### src/hdl/assert_macros.svh
// assertion macros used by the wav header parser top level
`ifndef ASSERT_MACROS_SVH
`define ASSERT_MACROS_SVH

// same-cycle implication, checked once reset is released
`define WPH_ASSERT_NOW(label, clk, rst_n, ante, cons) \
	label: assert property (@(posedge clk) disable iff (!rst_n) (ante) |-> (cons)) \
		else $error("wph: same-cycle check failed");

// next-cycle implication, checked once reset is released
`define WPH_ASSERT_NEXT(label, clk, rst_n, ante, cons) \
	label: assert property (@(posedge clk) disable iff (!rst_n) (ante) |=> (cons)) \
		else $error("wph: next-cycle check failed");

`endif

### src/hdl/wph_pkg.sv
// types, codes and constants of the wav header parser
package wph_pkg;

	localparam int POSITION_BITS_DEF = 31;

	localparam logic [31:0] TagRiff = 32'h5249_4646;
	localparam logic [31:0] TagWave = 32'h5741_5645;
	localparam logic [31:0] TagFmt  = 32'h666D_7420;
	localparam logic [31:0] TagData = 32'h6461_7461;

	localparam int MinFileLen   = 44;
	localparam int FirstChunk   = 12;
	localparam int FmtMinLen    = 16;
	localparam int BitsFieldAt  = 14;
	localparam int WaveTagAt    = 8;
	localparam int TagLen       = 4;
	localparam logic [7:0] FmtPcm     = 8'd1;
	localparam logic [7:0] Bits16     = 8'd16;

	typedef enum logic [3:0] {
		PH_RIFF = 4'b0001,
		PH_HDR  = 4'b0010,
		PH_BODY = 4'b0100,
		PH_PAD  = 4'b1000
	} phase_t;

	typedef enum logic [2:0] {
		ST_OK        = 3'd0,
		ST_NOT_WAV   = 3'd1,
		ST_FMT_SMALL = 3'd2,
		ST_MISSING   = 3'd3,
		ST_UNSUPP    = 3'd4,
		ST_EMPTY     = 3'd5
	} status_t;

	typedef struct packed {
		logic        fmt_ok;
		logic        bits_ok;
		logic [15:0] chans;
		logic [31:0] rate;
	} fmt_t;

	typedef struct packed {
		status_t     status;
		logic [31:0] rate;
		logic [15:0] chans;
		logic [30:0] offset;
		logic [30:0] size;
	} report_t;

	// byte i of a four character tag, first character first
	function automatic logic [7:0] tag_byte(input logic [31:0] tag, input logic [1:0] i);
		logic [7:0] b;
		case (i)
			2'd0:    b = tag[31:24];
			2'd1:    b = tag[23:16];
			2'd2:    b = tag[15:8];
			default: b = tag[7:0];
		endcase
		return b;
	endfunction

endpackage

### src/hdl/wph_if.sv
// handshake channels of the wav header parser: byte stream in, report out
interface wph_byte_if;
	logic       valid;
	logic       ready;
	logic [7:0] wav_byte;
	logic       last_byte;

	modport source(output valid, output wav_byte, output last_byte, input ready);
	modport sink(input valid, input wav_byte, input last_byte, output ready);
endinterface

interface wph_report_if;
	logic        valid;
	logic        ready;
	logic [2:0]  parse_status;
	logic [31:0] sample_rate;
	logic [15:0] channel_count;
	logic [30:0] data_offset;
	logic [30:0] data_size;

	modport source(output valid, output parse_status, output sample_rate,
		output channel_count, output data_offset, output data_size, input ready);
	modport sink(input valid, input parse_status, input sample_rate,
		input channel_count, input data_offset, input data_size, output ready);
endinterface

### src/hdl/wph_step.sv
// chunk walker: parser state and the per-word update, plus the report it would give
module wph_step #(
	parameter int POSITION_BITS = wph_pkg::POSITION_BITS_DEF
) (
	input  logic              clk,
	input  logic              arst_n,
	input  logic              take,
	input  logic [7:0]        wav_byte,
	input  logic              last_byte,
	output wph_pkg::report_t  report
);

	localparam logic [POSITION_BITS-1:0] PosMax     = '1;
	localparam logic [POSITION_BITS-1:0] PosWaveAt  = POSITION_BITS'(wph_pkg::WaveTagAt);
	localparam logic [POSITION_BITS-1:0] PosTagLen  = POSITION_BITS'(wph_pkg::TagLen);
	localparam logic [POSITION_BITS-1:0] PosHdrEnd  = POSITION_BITS'(wph_pkg::FirstChunk - 1);
	localparam logic [POSITION_BITS-1:0] PosMinLast = POSITION_BITS'(wph_pkg::MinFileLen - 1);
	localparam logic [4:0] BodyIdxSat = 5'(wph_pkg::FmtMinLen);
	localparam logic [4:0] BitsIdx    = 5'(wph_pkg::BitsFieldAt);

	wph_pkg::phase_t          phase_q, phase_n;
	logic [POSITION_BITS-1:0] pos_q;
	logic                     hdr_ok_q, hdr_ok_n;
	logic [31:0]              tag_q, tag_n;
	logic [31:0]              len_q, len_n;
	logic [31:0]              left_q, left_n;
	logic [2:0]               hdr_idx_q, hdr_idx_n;
	logic [4:0]               body_idx_q, body_idx_n;
	wph_pkg::fmt_t            pend_q, pend_n;
	wph_pkg::fmt_t            fmt_q, fmt_n;
	logic                     fmt_found_q, fmt_found_n;
	logic                     data_found_q, data_found_n;
	logic                     fmt_err_q, fmt_err_n;
	logic [30:0]              data_off_q, data_off_n;
	logic [30:0]              data_size_q, data_size_n;

	logic [31:0] len_shift;
	logic [31:0] fin_len;
	logic [31:0] data_start;
	logic        fin;
	wph_pkg::status_t status;

	assign len_shift  = {wav_byte, len_q[31:8]};
	assign fin_len    = (phase_q == wph_pkg::PH_HDR) ? len_shift : len_q;
	// payload start: the chunk's final byte sits at the current position
	assign data_start = 32'(pos_q) + 32'd1 - fin_len;

	always_comb begin
		phase_n      = phase_q;
		hdr_ok_n     = hdr_ok_q;
		tag_n        = tag_q;
		len_n        = len_q;
		left_n       = left_q;
		hdr_idx_n    = hdr_idx_q;
		body_idx_n   = body_idx_q;
		pend_n       = pend_q;
		fmt_n        = fmt_q;
		fmt_found_n  = fmt_found_q;
		data_found_n = data_found_q;
		fmt_err_n    = fmt_err_q;
		data_off_n   = data_off_q;
		data_size_n  = data_size_q;
		fin          = 1'b0;

		case (phase_q)
			wph_pkg::PH_RIFF: begin
				if (pos_q < PosTagLen &&
					wav_byte != wph_pkg::tag_byte(wph_pkg::TagRiff, pos_q[1:0])) begin
					hdr_ok_n = 1'b0;
				end
				if (pos_q >= PosWaveAt &&
					wav_byte != wph_pkg::tag_byte(wph_pkg::TagWave, pos_q[1:0])) begin
					hdr_ok_n = 1'b0;
				end
				if (pos_q >= PosHdrEnd) begin
					phase_n   = wph_pkg::PH_HDR;
					hdr_idx_n = 3'd0;
				end
			end
			wph_pkg::PH_HDR: begin
				if (!hdr_idx_q[2]) begin
					tag_n = {tag_q[23:0], wav_byte};
				end else begin
					len_n = len_shift;
				end
				hdr_idx_n = hdr_idx_q + 3'd1;
				if (hdr_idx_q == 3'd7) begin
					pend_n = '0;
					if (len_shift == 32'd0) begin
						fin = 1'b1;
					end else begin
						phase_n    = wph_pkg::PH_BODY;
						left_n     = len_shift;
						body_idx_n = 5'd0;
					end
				end
			end
			wph_pkg::PH_BODY: begin
				if (tag_q == wph_pkg::TagFmt) begin
					case (body_idx_q)
						5'd0: pend_n.fmt_ok = (wav_byte == wph_pkg::FmtPcm);
						5'd1: if (wav_byte != 8'd0) pend_n.fmt_ok = 1'b0;
						5'd2: pend_n.chans[7:0]   = pend_q.chans[7:0] | wav_byte;
						5'd3: pend_n.chans[15:8]  = pend_q.chans[15:8] | wav_byte;
						5'd4: pend_n.rate[7:0]    = pend_q.rate[7:0] | wav_byte;
						5'd5: pend_n.rate[15:8]   = pend_q.rate[15:8] | wav_byte;
						5'd6: pend_n.rate[23:16]  = pend_q.rate[23:16] | wav_byte;
						5'd7: pend_n.rate[31:24]  = pend_q.rate[31:24] | wav_byte;
						BitsIdx: pend_n.bits_ok = (wav_byte == wph_pkg::Bits16);
						BitsIdx + 5'd1: if (wav_byte != 8'd0) pend_n.bits_ok = 1'b0;
						default: pend_n = pend_q;
					endcase
				end
				// only the first sixteen payload positions matter
				if (body_idx_q != BodyIdxSat) begin
					body_idx_n = body_idx_q + 5'd1;
				end
				left_n = left_q - 32'd1;
				if (left_q == 32'd1) begin
					fin = 1'b1;
				end
			end
			wph_pkg::PH_PAD: begin
				phase_n   = wph_pkg::PH_HDR;
				hdr_idx_n = 3'd0;
			end
			default: begin
				phase_n = wph_pkg::PH_RIFF;
			end
		endcase

		if (fin) begin
			if (tag_q == wph_pkg::TagFmt) begin
				if (fin_len < 32'(wph_pkg::FmtMinLen)) begin
					fmt_err_n = 1'b1;
				end else begin
					fmt_n       = pend_n;
					fmt_found_n = 1'b1;
				end
			end else if (tag_q == wph_pkg::TagData) begin
				data_off_n   = data_start[30:0];
				data_size_n  = fin_len[30:0];
				data_found_n = 1'b1;
			end
			phase_n   = fin_len[0] ? wph_pkg::PH_PAD : wph_pkg::PH_HDR;
			hdr_idx_n = 3'd0;
			left_n    = 32'd0;
		end
	end

	always_comb begin
		if (!hdr_ok_n || pos_q < PosMinLast) begin
			status = wph_pkg::ST_NOT_WAV;
		end else if (fmt_err_n) begin
			status = wph_pkg::ST_FMT_SMALL;
		end else if (!fmt_found_n || !data_found_n) begin
			status = wph_pkg::ST_MISSING;
		end else if (!fmt_n.fmt_ok || !fmt_n.bits_ok ||
			fmt_n.chans == 16'd0 || fmt_n.rate == 32'd0) begin
			status = wph_pkg::ST_UNSUPP;
		end else if (data_size_n == 31'd0) begin
			status = wph_pkg::ST_EMPTY;
		end else begin
			status = wph_pkg::ST_OK;
		end

		report.status = status;
		if (status == wph_pkg::ST_OK || status == wph_pkg::ST_EMPTY) begin
			report.rate   = fmt_n.rate;
			report.chans  = fmt_n.chans;
			report.offset = data_off_n;
			report.size   = data_size_n;
		end else begin
			report.rate   = 32'd0;
			report.chans  = 16'd0;
			report.offset = 31'd0;
			report.size   = 31'd0;
		end
	end

	always_ff @(posedge clk or negedge arst_n) begin
		if (!arst_n) begin
			phase_q      <= wph_pkg::PH_RIFF;
			pos_q        <= '0;
			hdr_ok_q     <= 1'b1;
			tag_q        <= '0;
			len_q        <= '0;
			left_q       <= '0;
			hdr_idx_q    <= '0;
			body_idx_q   <= '0;
			pend_q       <= '0;
			fmt_q        <= '0;
			fmt_found_q  <= 1'b0;
			data_found_q <= 1'b0;
			fmt_err_q    <= 1'b0;
			data_off_q   <= '0;
			data_size_q  <= '0;
		end else if (take) begin
			if (last_byte) begin
				// file done: start over for the next one
				phase_q      <= wph_pkg::PH_RIFF;
				pos_q        <= '0;
				hdr_ok_q     <= 1'b1;
				tag_q        <= '0;
				len_q        <= '0;
				left_q       <= '0;
				hdr_idx_q    <= '0;
				body_idx_q   <= '0;
				pend_q       <= '0;
				fmt_q        <= '0;
				fmt_found_q  <= 1'b0;
				data_found_q <= 1'b0;
				fmt_err_q    <= 1'b0;
				data_off_q   <= '0;
				data_size_q  <= '0;
			end else begin
				phase_q      <= phase_n;
				if (pos_q != PosMax) begin
					pos_q <= pos_q + POSITION_BITS'(1);
				end
				hdr_ok_q     <= hdr_ok_n;
				tag_q        <= tag_n;
				len_q        <= len_n;
				left_q       <= left_n;
				hdr_idx_q    <= hdr_idx_n;
				body_idx_q   <= body_idx_n;
				pend_q       <= pend_n;
				fmt_q        <= fmt_n;
				fmt_found_q  <= fmt_found_n;
				data_found_q <= data_found_n;
				fmt_err_q    <= fmt_err_n;
				data_off_q   <= data_off_n;
				data_size_q  <= data_size_n;
			end
		end
	end

endmodule

### src/hdl/wav_pcm16_header_parser.sv
// Top level of the WAV (PCM16) header parser. Takes one file byte per clock on
// the bytes channel, last_byte marking the end of the file, and walks the RIFF
// chunks as they stream past. One report word leaves on the report channel for
// each file in the cycle after its last byte is taken, and waits in an output
// register until it is taken; bytes keep flowing while the report sink keeps up,
// and ready drops only while a report is held and the sink is not ready, so a
// stalled sink stops the byte stream until the held report is taken. Sustained
// rate is one byte per cycle while the report sink keeps up, one walker update per byte.
// The byte position counter is POSITION_BITS wide and saturates on very long files.
`include "assert_macros.svh"

module wav_pcm16_header_parser #(
	parameter int POSITION_BITS = wph_pkg::POSITION_BITS_DEF
) (
	input  logic               clk,
	input  logic               arst_n,
	wph_byte_if.sink           bytes,
	wph_report_if.source       report
);

	logic             take;
	logic             load;
	logic             rep_valid_q;
	wph_pkg::report_t rep_next;
	wph_pkg::report_t rep_q;

	// a waiting report only blocks the input when it is not leaving this cycle
	assign bytes.ready = !rep_valid_q || report.ready;
	assign take        = bytes.valid && bytes.ready;
	assign load        = take && bytes.last_byte;

	wph_step #(
		.POSITION_BITS(POSITION_BITS)
	) u_step (
		.clk       (clk),
		.arst_n    (arst_n),
		.take      (take),
		.wav_byte  (bytes.wav_byte),
		.last_byte (bytes.last_byte),
		.report    (rep_next)
	);

	always_ff @(posedge clk or negedge arst_n) begin
		if (!arst_n) begin
			rep_valid_q <= 1'b0;
		end else if (load) begin
			rep_valid_q <= 1'b1;
		end else if (report.ready) begin
			rep_valid_q <= 1'b0;
		end
	end

	always_ff @(posedge clk or negedge arst_n) begin
		if (!arst_n) begin
			rep_q <= '0;
		end else if (load) begin
			rep_q <= rep_next;
		end
	end

	assign report.valid         = rep_valid_q;
	assign report.parse_status  = rep_q.status;
	assign report.sample_rate   = rep_q.rate;
	assign report.channel_count = rep_q.chans;
	assign report.data_offset   = rep_q.offset;
	assign report.data_size     = rep_q.size;

	`WPH_ASSERT_NEXT(a_last_gives_report, clk, arst_n, load, rep_valid_q)
	`WPH_ASSERT_NOW(a_stall_only_on_report, clk, arst_n, !bytes.ready, rep_valid_q)
	`WPH_ASSERT_NOW(a_status_in_range, clk, arst_n, rep_valid_q,
		rep_q.status == wph_pkg::ST_OK || rep_q.status == wph_pkg::ST_NOT_WAV ||
		rep_q.status == wph_pkg::ST_FMT_SMALL || rep_q.status == wph_pkg::ST_MISSING ||
		rep_q.status == wph_pkg::ST_UNSUPP || rep_q.status == wph_pkg::ST_EMPTY)
	`WPH_ASSERT_NOW(a_fail_fields_zero, clk, arst_n,
		rep_valid_q && rep_q.status != wph_pkg::ST_OK && rep_q.status != wph_pkg::ST_EMPTY,
		rep_q.rate == 32'd0 && rep_q.chans == 16'd0 &&
		rep_q.offset == 31'd0 && rep_q.size == 31'd0)

endmodule
### src/flat_wrapper.sv
// flat-port wrapper written by rule: the top's interface ports become plain ports
module wav_pcm16_header_parser_flat 
#(
	parameter int POSITION_BITS = wph_pkg::POSITION_BITS_DEF
)
  (clk, arst_n, bytes_valid, bytes_wav_byte, bytes_last_byte, bytes_ready, report_valid, report_parse_status, report_sample_rate, report_channel_count, report_data_offset, report_data_size, report_ready);
  wph_byte_if bytes_i ();
  wph_report_if report_i ();
  input  logic clk;
  input  logic arst_n;
  input wire logic [$bits(bytes_i.valid)-1:0] bytes_valid;
  input wire logic [$bits(bytes_i.wav_byte)-1:0] bytes_wav_byte;
  input wire logic [$bits(bytes_i.last_byte)-1:0] bytes_last_byte;
  output wire logic [$bits(bytes_i.ready)-1:0] bytes_ready;
  output wire logic [$bits(report_i.valid)-1:0] report_valid;
  output wire logic [$bits(report_i.parse_status)-1:0] report_parse_status;
  output wire logic [$bits(report_i.sample_rate)-1:0] report_sample_rate;
  output wire logic [$bits(report_i.channel_count)-1:0] report_channel_count;
  output wire logic [$bits(report_i.data_offset)-1:0] report_data_offset;
  output wire logic [$bits(report_i.data_size)-1:0] report_data_size;
  input wire logic [$bits(report_i.ready)-1:0] report_ready;
  assign bytes_i.valid = bytes_valid;
  assign bytes_i.wav_byte = bytes_wav_byte;
  assign bytes_i.last_byte = bytes_last_byte;
  assign bytes_ready = bytes_i.ready;
  assign report_valid = report_i.valid;
  assign report_parse_status = report_i.parse_status;
  assign report_sample_rate = report_i.sample_rate;
  assign report_channel_count = report_i.channel_count;
  assign report_data_offset = report_i.data_offset;
  assign report_data_size = report_i.data_size;
  assign report_i.ready = report_ready;
  wav_pcm16_header_parser #(.POSITION_BITS(POSITION_BITS)) u_core (.clk(clk), .arst_n(arst_n), .bytes(bytes_i), .report(report_i));
endmodule
### config.mk
export PLATFORM = sky130hd
export DESIGN_NAME = wav_pcm16_header_parser_flat
export DESIGN_NICKNAME = d
export VERILOG_FILES = /design/src/hdl/wph_pkg.sv /design/src/hdl/wph_if.sv /design/src/hdl/wph_step.sv /design/src/hdl/wav_pcm16_header_parser.sv /design/src/flat_wrapper.sv
export VERILOG_INCLUDE_DIRS = /design/src /design/src/hdl
export SDC_FILE = /design/constraint.sdc
export NUM_CORES = 1
export LEC_CHECK = 0
export ABC_AREA = 0
export BUFFER_PORTS_ARGS = -buffer_cell sky130_fd_sc_hd__buf_2
export CAP_MARGIN = 25
export CORE_ASPECT_RATIO = 0.7
export CORE_MARGIN = 2
export CORE_UTILIZATION = 25
export CTS_CLUSTER_SIZE = 40
export DETAILED_ROUTE_END_ITERATION = 10
export SETUP_SLACK_MARGIN = 0.15
export SYNTH_ARGS = -nofsm -noshare
export SYNTH_HDL_FRONTEND = slang
export SYNTH_HIERARCHICAL = 1
export SYNTH_SLANG_ARGS = --single-unit
### constraint.sdc
create_clock -name clk -period 6.3 [get_ports clk]
set_clock_uncertainty 0.1 [all_clocks]
set_input_delay 0.315 -clock clk [delete_from_list [all_inputs] [get_ports clk]]
set_output_delay 0.315 -clock clk [all_outputs]
set_load 0.1 [all_outputs]
# Word-level counts from Yosys, hierarchy flattened
# Index checks and enable logic that the tools add are counted.
[totals]
ff_bits = 419
output_inout_bits = 115
wordCells = 205
inputBits = 13
[op_classes]
reduce_logical = 39
n_bitwise = 6
magnitude_cmp = 5
eq_ne = 34
mux = 88
add_sub_neg = 6
[op_table]
columns = ["operator", "count"]
rows = [
  ["$mux 32", 11],
  ["$mux 50", 7],
  ["$mux 31", 10],
  ["$mux 110", 1],
  ["$pmux 50 s2", 1],
  ["$eq 32x31->1 const B", 2],
  ["$logic_not 32->1", 2],
  ["$mux 8", 8],
  ["$pmux 32 s2", 1],
  ["$add 31x1->31 const B", 2],
  ["$ge 31x4->1 const B", 2],
  ["$or 8x8->8", 6],
  ["$eq 32x1->1 const B", 1],
  ["$lt 32x5->1 const B", 1],
  ["$sub 32x1->32 const B", 1],
  ["$logic_not 31->1", 1],
  ["$lt 31x3->1 const B", 1],
  ["$lt 31x6->1 const B", 1],
  ["$ne 31x31->1 const B", 1],
  ["$sub 31x31->31", 1],
  ["$mux 3", 8],
  ["$mux 4", 6],
  ["$mux 1", 23],
  ["$eq 5x3->1 const B", 4],
  ["other kinds (43)", 76],
]

# Longest topological paths before layout
[logic_depth]
depth_word = 19
mapped_depth = 20
depth_no_buf = 18

# Cells and area by module
# The synthesis kept the hierarchy.
[modules_own_cells]
columns = ["mod", "seq_area_each_um2", "instances", "area_per_inst_um2", "cells_each"]
rows = [
  ["wph_step", 7634.8, 1, 18028.5, 2056],
  ["wav_pcm16_header_parser", 2852.7, 1, 4554.4, 245],
]

# Least setup slack after synthesis
# Ideal clock, no wire load.
[synth_path]
path_kind = "register -> register"
from = "register u_core.u_step.phase_q[0]"
to = "register u_core.rep_q, in the netlist u_core/report.data_offset[29]"
t_required_ns = 6.075
arrival_time_ns = 4.796
stages_incl_launch_ff = 20
path_buffers = 4
synth_period_minus_slack_ns = 5.021
setup_ns = 0.125
setup_slack_ns = 1.279
cell_sequence = "dfstp_2 -> buf_2 -> nor4b_4 -> clkbuf_1 -> clkbuf_1 -> mux2i_1 -> ha_1 -> ha_1 -> clkbuf_1 -> nand3_1 -> nor2_1 -> nand3_1 -> o2111a_1 -> o31ai_1 -> a211o_1 -> a21oi_1 -> xnor2_1 -> o21a_1 -> nor2_1 -> mux2_2"
[synth_rtl]
columns = ["item", "line_no", "rtl"]
rows = [
  ["start, declared", "wph_step.sv:21", "wph_pkg::phase_t phase_q, phase_n;"],
  ["start signal, assigned", "wph_step.sv:183", "phase_q <= wph_pkg::PH_RIFF;"],
  ["start signal, assigned", "wph_step.sv:201", "phase_q <= wph_pkg::PH_RIFF;"],
  ["start signal, assigned", "wph_step.sv:217", "phase_q <= phase_n;"],
  ["end signal, assigned", "wav_pcm16_header_parser.sv:57", "rep_q <= rep_next;"],
  ["end, declared", "wav_pcm16_header_parser.sv:25", "wph_pkg::report_t rep_q;"],
]

==> reports/metrics.csv <==
metric,value,unit
status,finished clean,
remaining antenna violation count,0,
asr flop ratio synth,1.000,
CTS Hold Bufs,4,
Filler cells,9401,
drt wl/cell,20.01,um
Worst R2R Path Depth,16,
fmax,193.9,MHz
Hold Crit Class,input pin to flip-flop,
Die Width,363.2,um
CTS max path bufs,3,
Tmin final,5.159,ns
synthesized flop and latch total,419,
vias in the first global route,17370,
area of the multi-input gates,11360,um2
Ports,128,
CP Max Fanout,15,
# H-tree levels,2,
Port Buffers,127,
Die Area,92790,um2
sequential area share after synthesis,0.4644,
DP HPWL,48.61,mm
met1 Use GR,0.2437,
share of cells above drive strength 1,0.1739,
R2R Path Start,u_core/u_step/phase_q[3]$_DFFE_PN0P_,
Layout area overhead,15.11,%
relative slew slack,0.2960,
Synthesized Nets,2385,
critical path class,flip-flop to flip-flop,
cell area after layout,26000,um2
final setup vio count,0,
worst setup path endpoint,u_core/report.data_offset[30]$_DFFE_PN0P_,
MaxCap Viol Count,0,
yosys warns,6,
CTS tree,built,
largest net degree at the start of global routing,114,
worst-margin pin slew,1.027,ns
fin crit share,0.8188,
Setup TNS,0,ns
Max Slew Vio Count,0,
Post-synth top flop,dfrtp_1,
adder-cell share of the synthesized area,0.03967,
dpl cell area,24410,um2
pwr dens,250.1,nW/um2
post-synthesis cell type count,79,
CTS root buffer,clkbuf_16,
Worst Path Arrival,5.56,ns
Post-Synth XOR/XNOR Area,0.02094,
"Clk Latency, worst-skew pair",0.61,ns
Post-Syn Area,22580,um2
RSZ-0062 raised after global routing,false,
Initial Utilization,0.2515,
"EDFF count, synth",0,
final worst-path setup slack,1.141,ns
Post-Syn Instances,2301,
Mapped Avg Cell Area,9.814,um2
WHS,0.09210,ns
Worst Setup SP,u_core/u_step/phase_q[3]$_DFFE_PN0P_,
clock slew at reported path FFs,0.06,ns
core area,89790,um2
WL final,71.75,mm
Leakage,11.34,nW
vias,18580,
FF+latch area,10490,um2
global routing's busiest layer,met1,
Critical Path RT,6.70,ns
total track usage,0.1525,
Final Wtd Congestion,0.9197,
Post-layout nets,2456,
simple-gate share of the synthesized area,0.1632,
CTS Sinks,419,
Fin. Hold Viols,0,
Synth Area in Compound Gates,0.1942,
initial DRC count,1996,
aggregate global routing overflow,0,
Post CTS Setup Buffer Count,0,
placed cell count,3494,
reg2reg end,u_core/report.data_offset[30]$_DFFE_PN0P_,
Num CTS Buffers,46,
critical path startpoint category,flip-flop,
global routing usage on met2,0.2075,
post-synthesis mux area share,0.08311,
initial antenna violation count,4,
met3 Use GR,0.03183,
worst IR drop on VDD,0.1790,mV
largest family of logic cells by synthesized area,compound AO/OA/AOI/OAI gates,
first-pass GRT wire length,111.7,mm
Place WS,1.247,ns
Die Ht,255.5,um
Non-Filler Instances,3586,
Post-route DRC,0,
DR vias/cell,5.181,
endpoint class of the critical path,flip-flop,
DRT Pass-1 Iters,5,
Rows,92,
post-cts resize count,0,
R2R Setup Slk,1.14,ns
## sequential cells by signal, indices dropped and copies added (netlist names), 32 cells and up
register,cells
u_core/report.sample_rate,32
u_core/u_step/fmt_q,50
u_core/u_step/left_q,32
u_core/u_step/len_q,32
u_core/u_step/pend_q,50
u_core/u_step/tag_q,32
## cells in the final DEF (no fill, tap or decap), drive strengths merged, types with 48 or more instances in the layout
cell     instances
a21oi          169
a22o            85
buf            168
clkbuf          64
dfrtp          417
ha              70
mux2           114
nand2          236
nor2           274
nor4            48
o21ai          197
o2bb2ai         55
## final cells by class
| cell class | instances | share of cell area |
|---|---|---|
| Antenna cell | 2 | 0.0001925 |
| Clock buffer | 64 | 0.05034 |
| Clock inverter | 21 | 0.008038 |
| Inverter | 25 | 0.003610 |
| Multi-Input combinational cell | 1708 | 0.4371 |
| Sequential cell | 419 | 0.4034 |
| Tap cell | 1175 | 0.05655 |
| Timing Repair Buffer | 172 | 0.04072 |
## synthesized netlist by cell type, types with 45 or more instances
master     count  area share
a22o_1        85       0.033
mux2_4        70       0.047
clkbuf_1     109       0.018
o2bb2ai_1     55       0.021
nand2_1      236       0.039
o21ai_0      194       0.043
nor2_1       274       0.046
nor4_1        48       0.013
dfrtp_1      417        0.46
nor3_1        45       0.010
a21oi_1      169       0.037
ha_1          70       0.039
## per-stage QoR
stage / util / total power, mW
detailed placement: 0.2718 / 3.744
floorplan: - / 3.463
finish: 0.2895 / 6.502
global route: 0.2895 / 6.778
CTS: 0.2892 / 6.559
global placement: 0.2717 / 3.743
## power breakdown
part	internal, mW	total, mW	switching (mW)	leakage [nW]
registers	2.74	2.80	0.0625	5.83
clock network	1.58	2.78	1.20	0.756
logic	0.300	0.916	0.617	4.75
## cells by family after synthesis
family	count (synthesis)
xor gates and xnor gates	54
DFF	419
muxes	147
AOI/OAI and AO/OA	656
and+or+nand+nor	780
adders and majority gates	71
buffers and inverters	174
## worst min-delay path by stage
stage	depth (start not counted)	start	to	slack (ns)
floorplan	0	arst_n	u_core/report.channel_count[0]$_DFFE_PN0P_	-0.08
global placement	1	arst_n	u_core/report.data_size[1]$_DFFE_PN0P_	0.34
detailed placement	1	arst_n	u_core/report.data_size[1]$_DFFE_PN0P_	0.34
CTS	2	bytes_wav_byte[6]	u_core/u_step/len_q[30]$_DFFE_PN0P_	0.05
global route	2	bytes_wav_byte[6]	u_core/u_step/len_q[30]$_DFFE_PN0P_	0.09
finish	2	bytes_wav_byte[6]	u_core/u_step/len_q[30]$_DFFE_PN0P_	0.09
## layer usage
layer	up-vias	wire length, um
li1	8514	-
met1	9263	35980
met2	711	29050
met3	88	5582
met4	2	1130
met5	-	11
## critical path, cell delays in order, from the launching register on
cell and delay (ns):
dfrtp_1 0.50, or4b_1 0.71, buf_4 0.31, mux2i_1 0.43
ha_1 0.33, ha_1 0.37, a21oi_1 0.15, nor2_1 0.06
a211oi_1 0.31, o2111ai_1 0.27, a31oi_1 0.35, nor3_1 0.15
o31ai_1 0.42, nor2_1 0.11, a21oi_1 0.12, a21oi_1 0.08
mux2_2 0.26
No activity file was read; power rests on OpenSTA's default activity.
